### src/rtl/nqtd_pkg.sv
// ----------------------------------------------------------------------------
// nqtd_pkg - shared types and constants
// item layouts, status and operation codes, configuration register indexes
// ----------------------------------------------------------------------------
`default_nettype none

package nqtd_pkg;

  localparam int TAIL_W   = 16;
  localparam int STRIDE_W = 11;
  localparam int ASIZE_W  = 13;
  localparam int IOSIZE_W = 17;
  localparam int COUNT_W  = 17;
  localparam int CFG_W    = 17;
  localparam int CFGIDX_W = 2;

  localparam logic [15:0] MASK16 = 16'hFFFF;

  // operation codes
  localparam logic FUNC_SUBMIT = 1'b0;
  localparam logic FUNC_POLL   = 1'b1;

  // result status codes
  localparam logic [1:0] ST_SUBMITTED = 2'd0;
  localparam logic [1:0] ST_COMPLETED = 2'd1;
  localparam logic [1:0] ST_WAITING   = 2'd2;
  localparam logic [1:0] ST_TIMEOUT   = 2'd3;

  // configuration register indexes
  localparam logic [CFGIDX_W-1:0] CFG_DOORBELL_STRIDE  = 2'd0;
  localparam logic [CFGIDX_W-1:0] CFG_ADMIN_QUEUE_SIZE = 2'd1;
  localparam logic [CFGIDX_W-1:0] CFG_IO_QUEUE_SIZE    = 2'd2;

  localparam logic [STRIDE_W-1:0] STRIDE_RST = 11'd4;
  localparam logic [ASIZE_W-1:0]  ASIZE_RST  = 13'd64;
  localparam logic [IOSIZE_W-1:0] IOSIZE_RST = 17'd1024;

  localparam logic [COUNT_W-1:0] COUNT_MAX = 17'h1FFFF;

  typedef struct packed {
    logic        func;
    logic [4:0]  queue_number;
    logic [15:0] wanted_id;
    logic [15:0] seen_id;
    logic [15:0] poll_limit;
  } in_item_t;

  typedef struct packed {
    logic [1:0]  status;
    logic [15:0] slot_index;
    logic        doorbell_write;
    logic [15:0] doorbell_offset;
    logic [15:0] doorbell_value;
  } out_item_t;

endpackage

`default_nettype wire

### src/rtl/nqtd_tail_store.sv
// ----------------------------------------------------------------------------
// nqtd_tail_store - ring tail memory
// one tail pointer per queue, registered read, valid bit per entry
// so that an entry never written reads as zero after reset
// ----------------------------------------------------------------------------
`default_nettype none

module nqtd_tail_store #(
  parameter int DEPTH = 17
) (
  input  wire logic                              clk,
  input  wire logic                              rst_n,
  input  wire logic                              rd_en,
  input  wire logic [$clog2(DEPTH)-1:0]          rd_addr,
  output logic      [nqtd_pkg::TAIL_W-1:0]       rd_data,
  input  wire logic                              wr_en,
  input  wire logic [$clog2(DEPTH)-1:0]          wr_addr,
  input  wire logic [nqtd_pkg::TAIL_W-1:0]       wr_data
);

  logic [nqtd_pkg::TAIL_W-1:0] mem [DEPTH];
  logic [DEPTH-1:0]            valid_r;
  logic [nqtd_pkg::TAIL_W-1:0] rd_data_r;
  logic                        rd_valid_r;

  always_ff @(posedge clk) begin
    if (wr_en) begin
      mem[wr_addr] <= wr_data;
    end
    if (rd_en) begin
      rd_data_r <= mem[rd_addr];
    end
  end

  always_ff @(posedge clk) begin
    if (!rst_n) begin
      valid_r    <= '0;
      rd_valid_r <= 1'b0;
    end else begin
      if (wr_en) begin
        valid_r[wr_addr] <= 1'b1;
      end
      if (rd_en) begin
        rd_valid_r <= valid_r[rd_addr];
      end
    end
  end

  assign rd_data = rd_valid_r ? rd_data_r : '0;

endmodule

`default_nettype wire

### src/rtl/nvme_queue_tail_doorbell_manager.sv
// ----------------------------------------------------------------------------
// nvme_queue_tail_doorbell_manager - submission / completion doorbell manager
// keeps a ring tail per queue, issues tail and head doorbell writes
// ----------------------------------------------------------------------------
//  channel   ports                                  handshake
//  input     start, busy, in_item                   taken when start && !busy
//  result    out_valid, out_item                    one-cycle strobe, no stall
//  config    cfg_we, cfg_index, cfg_data            written when cfg_we
//
//  for an item, the edge that takes it reads the tail memory,
//  the next cycle updates the pointer, forms the doorbell offset with one
//  multiply and writes the tail back; busy is high for that cycle
//  the result strobes in the cycle after, and start may be taken in it
//  reset: synchronous; tails read as zero through per-entry valid bits, so
//  no clearing pass is needed and an item can be taken right after reset
// ----------------------------------------------------------------------------
`default_nettype none

module nvme_queue_tail_doorbell_manager #(
  parameter int MAX_IO_QUEUES = 16,
  parameter int DOORBELL_BASE = 4096
) (
  input  wire logic                              clk,
  input  wire logic                              rst_n,
  input  wire logic                              start,
  output logic                                   busy,
  input  wire nqtd_pkg::in_item_t                in_item,
  output logic                                   out_valid,
  output nqtd_pkg::out_item_t                    out_item,
  input  wire logic                              cfg_we,
  input  wire logic [nqtd_pkg::CFGIDX_W-1:0]     cfg_index,
  input  wire logic [nqtd_pkg::CFG_W-1:0]        cfg_data
);

  localparam int NQ     = MAX_IO_QUEUES + 1;
  localparam int QIDX_W = $clog2(NQ);
  localparam int BIDX_W = QIDX_W + 1;
  localparam int PROD_W = BIDX_W + nqtd_pkg::STRIDE_W;

  typedef enum logic [1:0] {
    S_IDLE = 2'b01,
    S_EXEC = 2'b10
  } state_t;

  state_t state_r, state_nxt;

  logic [nqtd_pkg::STRIDE_W-1:0] stride_r;
  logic [nqtd_pkg::ASIZE_W-1:0]  asize_r;
  logic [nqtd_pkg::IOSIZE_W-1:0] iosize_r;
  logic [nqtd_pkg::COUNT_W-1:0]  count_r, count_nxt;

  nqtd_pkg::in_item_t  item_r;
  logic                in_range_r;
  nqtd_pkg::out_item_t out_item_r, out_item_nxt;
  logic                out_valid_r;

  logic                        accept;
  logic                        in_range;
  logic [QIDX_W-1:0]           q_idx;
  logic [nqtd_pkg::TAIL_W-1:0] tail;
  logic                        wr_en;
  logic [nqtd_pkg::TAIL_W-1:0] wr_data;

  logic [nqtd_pkg::IOSIZE_W-1:0] size;
  logic [nqtd_pkg::IOSIZE_W:0]   next;
  logic [nqtd_pkg::IOSIZE_W-1:0] entry;
  logic [nqtd_pkg::IOSIZE_W:0]   head;
  logic                          match;
  logic [BIDX_W-1:0]             bell_idx;
  logic [PROD_W-1:0]             prod;
  logic [15:0]                   offset;
  logic [nqtd_pkg::COUNT_W-1:0]  count_inc;

  assign busy     = (state_r == S_EXEC);
  assign accept   = start && !busy;
  assign in_range = (32'(in_item.queue_number) <= 32'(MAX_IO_QUEUES));
  assign q_idx    = QIDX_W'(item_r.queue_number);

  nqtd_tail_store #(
    .DEPTH (NQ)
  ) u_tail_store (
    .clk     (clk),
    .rst_n   (rst_n),
    .rd_en   (accept && in_range),
    .rd_addr (QIDX_W'(in_item.queue_number)),
    .rd_data (tail),
    .wr_en   (wr_en),
    .wr_addr (q_idx),
    .wr_data (wr_data)
  );

  // pointer arithmetic, doorbell offset and attempt count
  always_comb begin
    size = (item_r.queue_number == 5'd0) ?
           nqtd_pkg::IOSIZE_W'(asize_r) : iosize_r;

    next = (nqtd_pkg::IOSIZE_W + 1)'(tail) + 1'b1;
    if (next >= {1'b0, size}) begin
      next = '0;
    end

    // last-submitted entry, wrapping backwards past zero
    if (tail != '0) begin
      entry = nqtd_pkg::IOSIZE_W'(tail) - 1'b1;
    end else if (size != '0) begin
      entry = size - 1'b1;
    end else begin
      entry = '0;
    end
    head = {1'b0, entry} + 1'b1;
    if (head >= {1'b0, size}) begin
      head = '0;
    end

    match    = (item_r.seen_id == item_r.wanted_id);
    bell_idx = {q_idx, (item_r.func == nqtd_pkg::FUNC_POLL)};
    prod     = PROD_W'(bell_idx) * PROD_W'(stride_r);
    offset   = 16'(DOORBELL_BASE) + 16'(prod);

    count_inc = (count_r == nqtd_pkg::COUNT_MAX) ? count_r : count_r + 1'b1;

    out_item_nxt = '0;
    count_nxt    = count_r;
    wr_en        = 1'b0;
    wr_data      = next[nqtd_pkg::TAIL_W-1:0] & nqtd_pkg::MASK16;

    if (!in_range_r) begin
      out_item_nxt.status = nqtd_pkg::ST_TIMEOUT;
    end else if (item_r.func == nqtd_pkg::FUNC_SUBMIT) begin
      wr_en                        = busy;
      out_item_nxt.status          = nqtd_pkg::ST_SUBMITTED;
      out_item_nxt.slot_index      = tail;
      out_item_nxt.doorbell_write  = 1'b1;
      out_item_nxt.doorbell_offset = offset;
      out_item_nxt.doorbell_value  = next[15:0];
    end else begin
      out_item_nxt.slot_index = entry[15:0];
      if (match) begin
        count_nxt                    = '0;
        out_item_nxt.status          = nqtd_pkg::ST_COMPLETED;
        out_item_nxt.doorbell_write  = 1'b1;
        out_item_nxt.doorbell_offset = offset;
        out_item_nxt.doorbell_value  = head[15:0];
      end else if (item_r.poll_limit != '0 &&
                   count_inc > nqtd_pkg::COUNT_W'(item_r.poll_limit)) begin
        count_nxt           = '0;
        out_item_nxt.status = nqtd_pkg::ST_TIMEOUT;
      end else begin
        count_nxt           = count_inc;
        out_item_nxt.status = nqtd_pkg::ST_WAITING;
      end
    end
  end

  always_comb begin
    case (state_r)
      S_IDLE:  state_nxt = accept ? S_EXEC : S_IDLE;
      S_EXEC:  state_nxt = S_IDLE;
      default: state_nxt = S_IDLE;
    endcase
  end

  always_ff @(posedge clk) begin
    if (!rst_n) begin
      state_r     <= S_IDLE;
      out_valid_r <= 1'b0;
      count_r     <= '0;
      stride_r    <= nqtd_pkg::STRIDE_RST;
      asize_r     <= nqtd_pkg::ASIZE_RST;
      iosize_r    <= nqtd_pkg::IOSIZE_RST;
    end else begin
      state_r     <= state_nxt;
      out_valid_r <= busy;
      if (busy) begin
        count_r <= count_nxt;
      end
      if (cfg_we) begin
        case (cfg_index)
          nqtd_pkg::CFG_DOORBELL_STRIDE:  stride_r <= cfg_data[nqtd_pkg::STRIDE_W-1:0];
          nqtd_pkg::CFG_ADMIN_QUEUE_SIZE: asize_r  <= cfg_data[nqtd_pkg::ASIZE_W-1:0];
          nqtd_pkg::CFG_IO_QUEUE_SIZE:    iosize_r <= cfg_data[nqtd_pkg::IOSIZE_W-1:0];
          default: ;
        endcase
      end
    end
  end

  always_ff @(posedge clk) begin
    if (accept) begin
      item_r     <= in_item;
      in_range_r <= in_range;
    end
    if (busy) begin
      out_item_r <= out_item_nxt;
    end
  end

  assign out_valid = out_valid_r;
  assign out_item  = out_item_r;

endmodule

`default_nettype wire

### config.mk
export PLATFORM = sky130hd
export DESIGN_NAME = nvme_queue_tail_doorbell_manager
export DESIGN_NICKNAME = d
export VERILOG_FILES = /design/src/rtl/nqtd_pkg.sv /design/src/rtl/nqtd_tail_store.sv /design/src/rtl/nvme_queue_tail_doorbell_manager.sv
export SDC_FILE = /design/constraint.sdc
export NUM_CORES = 1
export LEC_CHECK = 0
export ABC_AREA = 1
export BUFFER_PORTS_ARGS = -buffer_cell sky130_fd_sc_hd__buf_2
export CORE_AREA = 2 2 286 288
export DETAILED_ROUTE_END_ITERATION = 8
export DIE_AREA = 0 0 288 290
export GPL_ROUTABILITY_DRIVEN = 0
export GPL_TIMING_DRIVEN = 1
export SETUP_SLACK_MARGIN = 0.3
export SYNTH_ARGS = -nofsm -noshare
export SYNTH_HDL_FRONTEND = slang
export SYNTH_SLANG_ARGS = --single-unit
export TNS_END_PERCENT = 50
### constraint.sdc
create_clock -name clk -period 6.64 [get_ports clk]
set_input_delay 1.328 -clock clk [delete_from_list [all_inputs] [get_ports clk]]
set_output_delay 1.328 -clock clk [all_outputs]
set_load 0.02 [all_outputs]
# Yosys cells after proc, flatten, opt, wreduce, memory -nomap -nowiden
# Memories as Yosys holds them, arrays and structs flattened. A register that Yosys moved wholly into a read port is not among the register bits.
# Index checks and enable logic that the tools add are counted.
[word_totals] reg_bits=185 ramBits=272 inputBits=77 out_inout_bits=53 word_cells=78 mem_count=1
[mem_list] name="u_tail_store.mem" words=17 width=16 read_ports=1 rd_ports_with_merged_regs=1 wr=1 line="nqtd_tail_store.sv:21" rtl="logic [nqtd_pkg::TAIL_W-1:0] mem [DEPTH];"
[op_classes] add_sub_neg=6 multipliers=1 n_lt_le_gt_ge=7 n_eq_ne=6 muxes=22 bitwise_logic=1 reduce_logical=15
[op_table] operator="$mux W17" n=6
[op_table] operator="$mux W51" n=1
[op_table] operator="$mux W16" n=3
[op_table] operator="$mux W33" n=1
[op_table] operator="$reduce_bool A16 Y1" n=2
[op_table] operator="$add A17 B1 Y18 const B" n=1
[op_table] operator="$ge A18 B17 Y1" n=1
[op_table] operator="$add A16 B1 Y17 const B" n=1
[op_table] operator="$add A17 B1 Y17 const B" n=1
[op_table] operator="$eq A17 B17 Y1 const B" n=1
[op_table] operator="$ge A17 B17 Y1" n=1
[op_table] operator="$gt A17 B16 Y1" n=1
[op_table] operator="$or A17 B17 Y17" n=1
[op_table] operator="$reduce_bool A17 Y1" n=1
[op_table] operator="$sub A16 B1 Y17 const B" n=1
[op_table] operator="$sub A17 B1 Y17 const B" n=1
[op_table] operator="$add A13 B16 Y16 const A" n=1
[op_table] operator="$eq A16 B16 Y1" n=1
[op_table] operator="$mul A6 B11 Y16" n=1
[op_table] operator="$lt A5 B6 Y1 const B" n=2
[op_table] operator="$reduce_and A2 Y1" n=4
[op_table] operator="$mux W1" n=7
[op_table] operator="$bmux W1 S5" n=1
[op_table] operator="$demux W1 S5" n=1
[op_table] operator="other kinds (10)" n=16

# Depth between registers and ports, before layout
[logic_depth] ltp_word=10 depth_mapped=33 ltp_nobuf=30

# Cells and area by module
# A second synthesis with hierarchy kept.
[hier_totals] cells_unflattened=2602 hier_area_um2=24693.7
[by_module_without_submodules] mod="nvme_queue_tail_doorbell_manager" instances=1 cells_per_inst=1556 area_each_um2=12494.5 seq_area_each_um2=4404.2
[by_module_without_submodules] mod="nqtd_tail_store" instances=1 cells_per_inst=1046 area_each_um2=12199.2 seq_area_each_um2=9008.6

# Worst setup path after synthesis
# OpenSTA, ideal clock, no wires.
[synth_timing] path_kind="flip-flop to flip-flop" start="register state_r[1]" end="register u_tail_store.rd_valid_r" setup_time_ps=132 t_arrival_ps=6064 required_ps=6508 setup_slack_ps=444 path_stages_with_launch=8 n_path_buf=0 synth_period_minus_slack_ps=6196 path_cell_list="dfxtp_1 > inv_1 > nor2_1 > nor2_1 > nand2_1 > inv_1 > o211ai_1 > a21oi_1"
[synth_between] elab_chain_len=4
[synth_rtl] element="start: declaration" line="nvme_queue_tail_doorbell_manager.sv:45" rtl="state_t state_r, state_nxt;"
[synth_rtl] element="start signal: assignment" line="nvme_queue_tail_doorbell_manager.sv:172" rtl="state_r <= state_nxt;"
[synth_rtl] element="$eq A2 B2 Y1" line="nvme_queue_tail_doorbell_manager.sv:74" rtl="assign busy = (state_r == S_EXEC);"
[synth_rtl] element="net busy" line="nvme_queue_tail_doorbell_manager.sv:26" rtl="output logic busy,"
[synth_rtl] element="$logic_not A1 Y1" line="nvme_queue_tail_doorbell_manager.sv:75" rtl="assign accept = start && !busy;"
[synth_rtl] element="$logic_and A1 B1 Y1" line="nvme_queue_tail_doorbell_manager.sv:75"
[synth_rtl] element="net accept" line="nvme_queue_tail_doorbell_manager.sv:57" rtl="logic accept;"
[synth_rtl] element="$logic_and A1 B1 Y1" line="nvme_queue_tail_doorbell_manager.sv:84" rtl=".rd_en (accept && in_range),"
[synth_rtl] element="net u_tail_store.rd_en" line="nqtd_tail_store.sv:13" rtl="input wire logic rd_en,"
[synth_rtl] element="end signal: assignment" line="nqtd_tail_store.sv:44" rtl="rd_valid_r <= valid_r[rd_addr];"
[synth_rtl] element="end: declaration" line="nqtd_tail_store.sv:24" rtl="logic rd_valid_r;"
# The timed path passes the listed nets, and every way through them passes these cells.
# A chain may end at the register's enable or synchronous reset.

# Worst setup path after layout
[layout_timing] start="register item_r (netlist bit q_idx[2])" end="register out_item_r (netlist bit out_item[15]), data pin"
[layout_between] elab_chain_len=10 word_cells_on_any_way=13 classes_between="add/sub: 2; order compare: 2; mux: 7; reduce/logical: 2"
[layout_rtl] element="start: declaration" line="nvme_queue_tail_doorbell_manager.sv:52" rtl="nqtd_pkg::in_item_t item_r;"
[layout_rtl] element="start signal: assignment" line="nvme_queue_tail_doorbell_manager.sv:190" rtl="item_r <= in_item;"
[layout_rtl] element="$logic_not A5 Y1 *" line="nvme_queue_tail_doorbell_manager.sv:94" rtl="size = (item_r.queue_number == 5'd0) ?"
[layout_rtl] element="$mux W17 *" line="nvme_queue_tail_doorbell_manager.sv:94"
[layout_rtl] element="$sub A17 B1 Y17 or $reduce_bool A17 Y1 (tied branches)" line="nvme_queue_tail_doorbell_manager.sv:106, nvme_queue_tail_doorbell_manager.sv:105"
[layout_rtl] element="$mux W17" line="nvme_queue_tail_doorbell_manager.sv:105" rtl="end else if (size != '0) begin"
[layout_rtl] element="$mux W17" line="nvme_queue_tail_doorbell_manager.sv:103" rtl="if (tail != '0) begin"
[layout_rtl] element="$add A17 B1 Y18" line="nvme_queue_tail_doorbell_manager.sv:110" rtl="head = {1'b0, entry} + 1'b1;"
[layout_rtl] element="$ge A18 B17 Y1" line="nvme_queue_tail_doorbell_manager.sv:111" rtl="if (head >= {1'b0, size}) begin"
[layout_rtl] element="$mux W16" line="nvme_queue_tail_doorbell_manager.sv:111"
[layout_rtl] element="$mux W33" line="nvme_queue_tail_doorbell_manager.sv:138" rtl="if (match) begin"
[layout_rtl] element="$mux W51 *" line="nvme_queue_tail_doorbell_manager.sv:129" rtl="end else if (item_r.func == nqtd_pkg::FUNC_SUBMIT) begin"
[layout_rtl] element="end signal: assignment" line="nvme_queue_tail_doorbell_manager.sv:194" rtl="out_item_r <= out_item_nxt;"
[layout_rtl] element="end: declaration" line="nvme_queue_tail_doorbell_manager.sv:54" rtl="nqtd_pkg::out_item_t out_item_r, out_item_nxt;"
# Every way passes the cells marked *; elsewhere a longest branch is shown, timed or not.

==> impl_metrics.ini <==
[outcome]
status = finished clean

[worst_setup_path]
crit_path_end_kind = register
crit_fanout = 29
arrival_ns = 6.13
crit_required_ns = 7.07
startpoint_type = register
critical_path_class = register to register

[synth]
synth_simple_gate_area_frac = 0.171
synth_cell_types = 59
ys_seq_area_frac = 0.560
synth_fa_ha_area_frac = 0.0745
ys_ff_latch = 473
ys.warnings.count = 0
synth_top_family_by_area = simple AND/OR/NAND/NOR gates
syn_nets = 2613
syn_avg_cell_area_um2 = 9.92
synth-compound-area-share = 0.110
synth_xor_area_frac = 0.0241
syn_inst = 2415
synth.area.mux_share = 0
netlist_area_um2 = 24000

[finish]
final_cells = 3641
nFillCells = 8168
nNetsFinal = 2737
syn2layout_area_growth_pct = 15.2
drive_above_1_share = 0.147
antenna_cells = 0
postLayoutCellArea_um2 = 27600

[pwr]
ir_drop_uv = 180
power_leakage_nw = 11.0
powerDensity_nw_per_um2 = 259

[die]
core_area_um2 = 80200
die_h_um = 290
rows = 104
initial_utilization = 0.299
dieArea_um2 = 83500
ioPinCount = 130
die_w_um = 288

[clock_network]
cts_setup_buffers = 0
cts_resized = 0
cts_root_buf = clkbuf_16
worst_skew_pair.late_latency_ns = 0.61
h-tree-depth = 2
clk_pin_slew_ns = 0.06
clock_path_buffers = 3
cts_inserted_buffers = 52
cts_tree = done
cts_hold_buf = 0
clock-sinks = 473

[sta]
rsz0062_at_grt = false
setup_violations = 0
fin_crit_sh = 0.857
timing.hold.ws_ns = 0.462
fin_crit_ns = 5.69
hold_viol = 0
worst_pin_slew_ns = 1.17
slew_headroom = 0.221
setup_tns_ns = 0
fmax_mhz = 176
fin_skew_ns = 0.0270
setup_ws_ns = 0.949
slew_viol_final = 0

[routing]
avgViaCountPerCell = 4.88
wl_per_cell_um = 18.1
drtIter0Drc = 1691
dr.pass1.iters = 6
ant_nets = 0
drt-total-wl_mm = 66.0
drcViolationCount = 0
vias = 17774

[place]
hpwl_mm = 43.0
placed_cell_area_um2 = 25900
place_inst = 3545
pre_cts_slack_ns = 1.00
io_buffers = 129

[grt]
top_usage_layer = met2
overflow = 0
grt_usage = 0.155
grt_pass1_wl_mm = 100
grt_max_degree = 97
antenna_found_initial = 0
use_met3 = 0.0219
grt_use_met1 = 0.211
use_met2 = 0.257
grt_pass1_vias = 16701

[worst_hold_path]
hold_class = register to register

[flow_run]
maxCapViolations = 0
[power by group]
part | switching, mW | internal [mW] | leakage [nW] | total (mW)
Clock | 1.21 | 1.65 | 0.804 | 2.85
Sequential | 0.0381 | 3.26 | 4.28 | 3.29
Combinational | 0.685 | 0.323 | 5.88 | 1.01
[flip-flops by register name, indices dropped and copies added, names as in the netlist]
name                     count
out_item                    51
count_r                     17
state_r                      2
u_tail_store.valid_r        17
asize_r                     13
u_tail_store.mem           272
u_tail_store.rd_data_r      16
bell_idx                     1
stride_r                    11
item_r                      48
iosize_r                    17
q_idx                        5
in_range_r                   1
out_valid                    1
u_tail_store.rd_valid_r      1
[through the flow]
stage,power (mW),util
finish,7.16,0.344
detailed placement,4.36,0.324
CTS,7.22,0.344
global placement,4.35,0.324
global route,7.47,0.344
floorplan,4.08,-
[area by class of cell]
type,instances,area (um2),share of cell area
clock buffer,66,1400,0.0505
clock inverter,30,284,0.0103
inverter,269,1010,0.0366
multi-input combinational,1571,9200,0.333
sequential,473,13400,0.486
tap,1060,1330,0.0480
timing repair buffer,172,983,0.0356
[worst max-delay path, stage by stage, from the launching register on]
cell      delay (ns)
edfxtp_1        0.65
nor2_4          0.41
nand3_2         0.51
nand2_1         0.21
nand2_2         0.15
ha_1            0.23
a21boi_1        0.14
nand3_1         0.10
nor2_1          0.06
nand2_2         0.15
nand2_4         0.09
o22ai_2         0.24
ha_1            0.30
nand2_1         0.10
nor2_1          0.17
nand3_2         0.14
nor2_1          0.18
nand2_1         0.13
nor2_1          0.13
xor2_1          0.21
inv_1           0.06
ha_1            0.18
a21o_1          0.16
a21oi_1         0.12
o211ai_1        0.11
inv_2           0.29
nand3_1         0.12
a21oi_1         0.16
[layout by cell type (no fill, tap or decap), drive strengths merged, types with 2 or more instances in the layout]
cell | netlist | routed
o21ai | 239 | 239
a221oi | 6 | 6
clkinvlp | 0 | 5
a21oi | 115 | 115
xor2 | 59 | 59
bufinv | 0 | 4
clkinv | 1 | 19
o22ai | 45 | 45
nor3 | 37 | 37
o21bai | 4 | 4
nand3 | 103 | 103
a31oi | 16 | 16
inv | 268 | 271
a21o | 3 | 3
dfxtp | 79 | 79
clkbuf | 90 | 66
ha | 85 | 85
edfxtp | 394 | 394
and3 | 2 | 2
o211ai | 5 | 5
nor4b | 2 | 2
a211oi | 3 | 3
xnor2 | 7 | 7
a21boi | 2 | 2
nor4 | 6 | 6
or4 | 3 | 3
nor2 | 382 | 382
nand2 | 350 | 350
fa | 36 | 36
o221ai | 20 | 20
buf | 12 | 172
nand4 | 33 | 33
[kinds of logic after synthesis]
| kind of cell | count (synthesis) |
|---|---|
| adder cells (fa/ha/maj) | 121 |
| AO/OA/AOI/OAI | 464 |
| AND/OR/NAND/NOR | 920 |
| buffers and inverters | 371 |
| XOR/XNOR | 66 |
| flip-flops | 473 |
[per-layer routing]
metal | share of wire | vias up
li1 | - | 8527
met2 | 0.48 | 576
met5 | 0 | -
met1 | 0.43 | 8548
met3 | 0.058 | 123
met4 | 0.028 | 0
[final timing paths]
check / startpoint / slack [ns] / cells after the start / endpoint
worst max-delay path: q_idx[2] / 0.95 / 27 / out_item[15]
worst min-delay path: u_tail_store.valid_r[5] / 0.46 / 2 / u_tail_store.valid_r[5]
worst max register to register: q_idx[2] / 0.95 / 27 / out_item[15]
worst min register to register: u_tail_store.valid_r[5] / 0.46 / 2 / u_tail_store.valid_r[5]
[Yosys cell counts, drive strengths merged]
| cell type | count | area (um2) |
|---|---|---|
| a211oi | 3 | 22.5 |
| a21boi | 2 | 15.0 |
| a21o | 3 | 22.5 |
| a21oi | 115 | 617 |
| a221oi | 6 | 52.6 |
| a31oi | 16 | 100 |
| a32o | 1 | 10.0 |
| a41oi | 1 | 8.76 |
| and3 | 2 | 12.5 |
| buf | 12 | 116 |
| clkbuf | 90 | 338 |
| clkinv | 1 | 3.75 |
| dfxtp | 79 | 1580 |
| edfxtp | 394 | 11800 |
| fa | 36 | 721 |
| ha | 85 | 1060 |
| inv | 268 | 1010 |
| nand2 | 350 | 1420 |
| nand3 | 103 | 628 |
| nand3b | 1 | 7.51 |
| nand4 | 33 | 206 |
| nor2 | 382 | 1530 |
| nor3 | 37 | 211 |
| nor4 | 6 | 37.5 |
| nor4b | 2 | 17.5 |
| o211ai | 5 | 37.5 |
| o21a | 1 | 7.51 |
| o21ai | 239 | 1210 |
| o21bai | 4 | 30.0 |
| o221ai | 20 | 175 |
| o22ai | 45 | 294 |
| o311ai | 1 | 8.76 |
| o31ai | 1 | 7.51 |
| o41ai | 1 | 8.76 |
| or2 | 1 | 6.26 |
| or4 | 3 | 22.5 |
| xnor2 | 7 | 61.3 |
| xor2 | 59 | 517 |
Power figures use the tool's default switching activity.
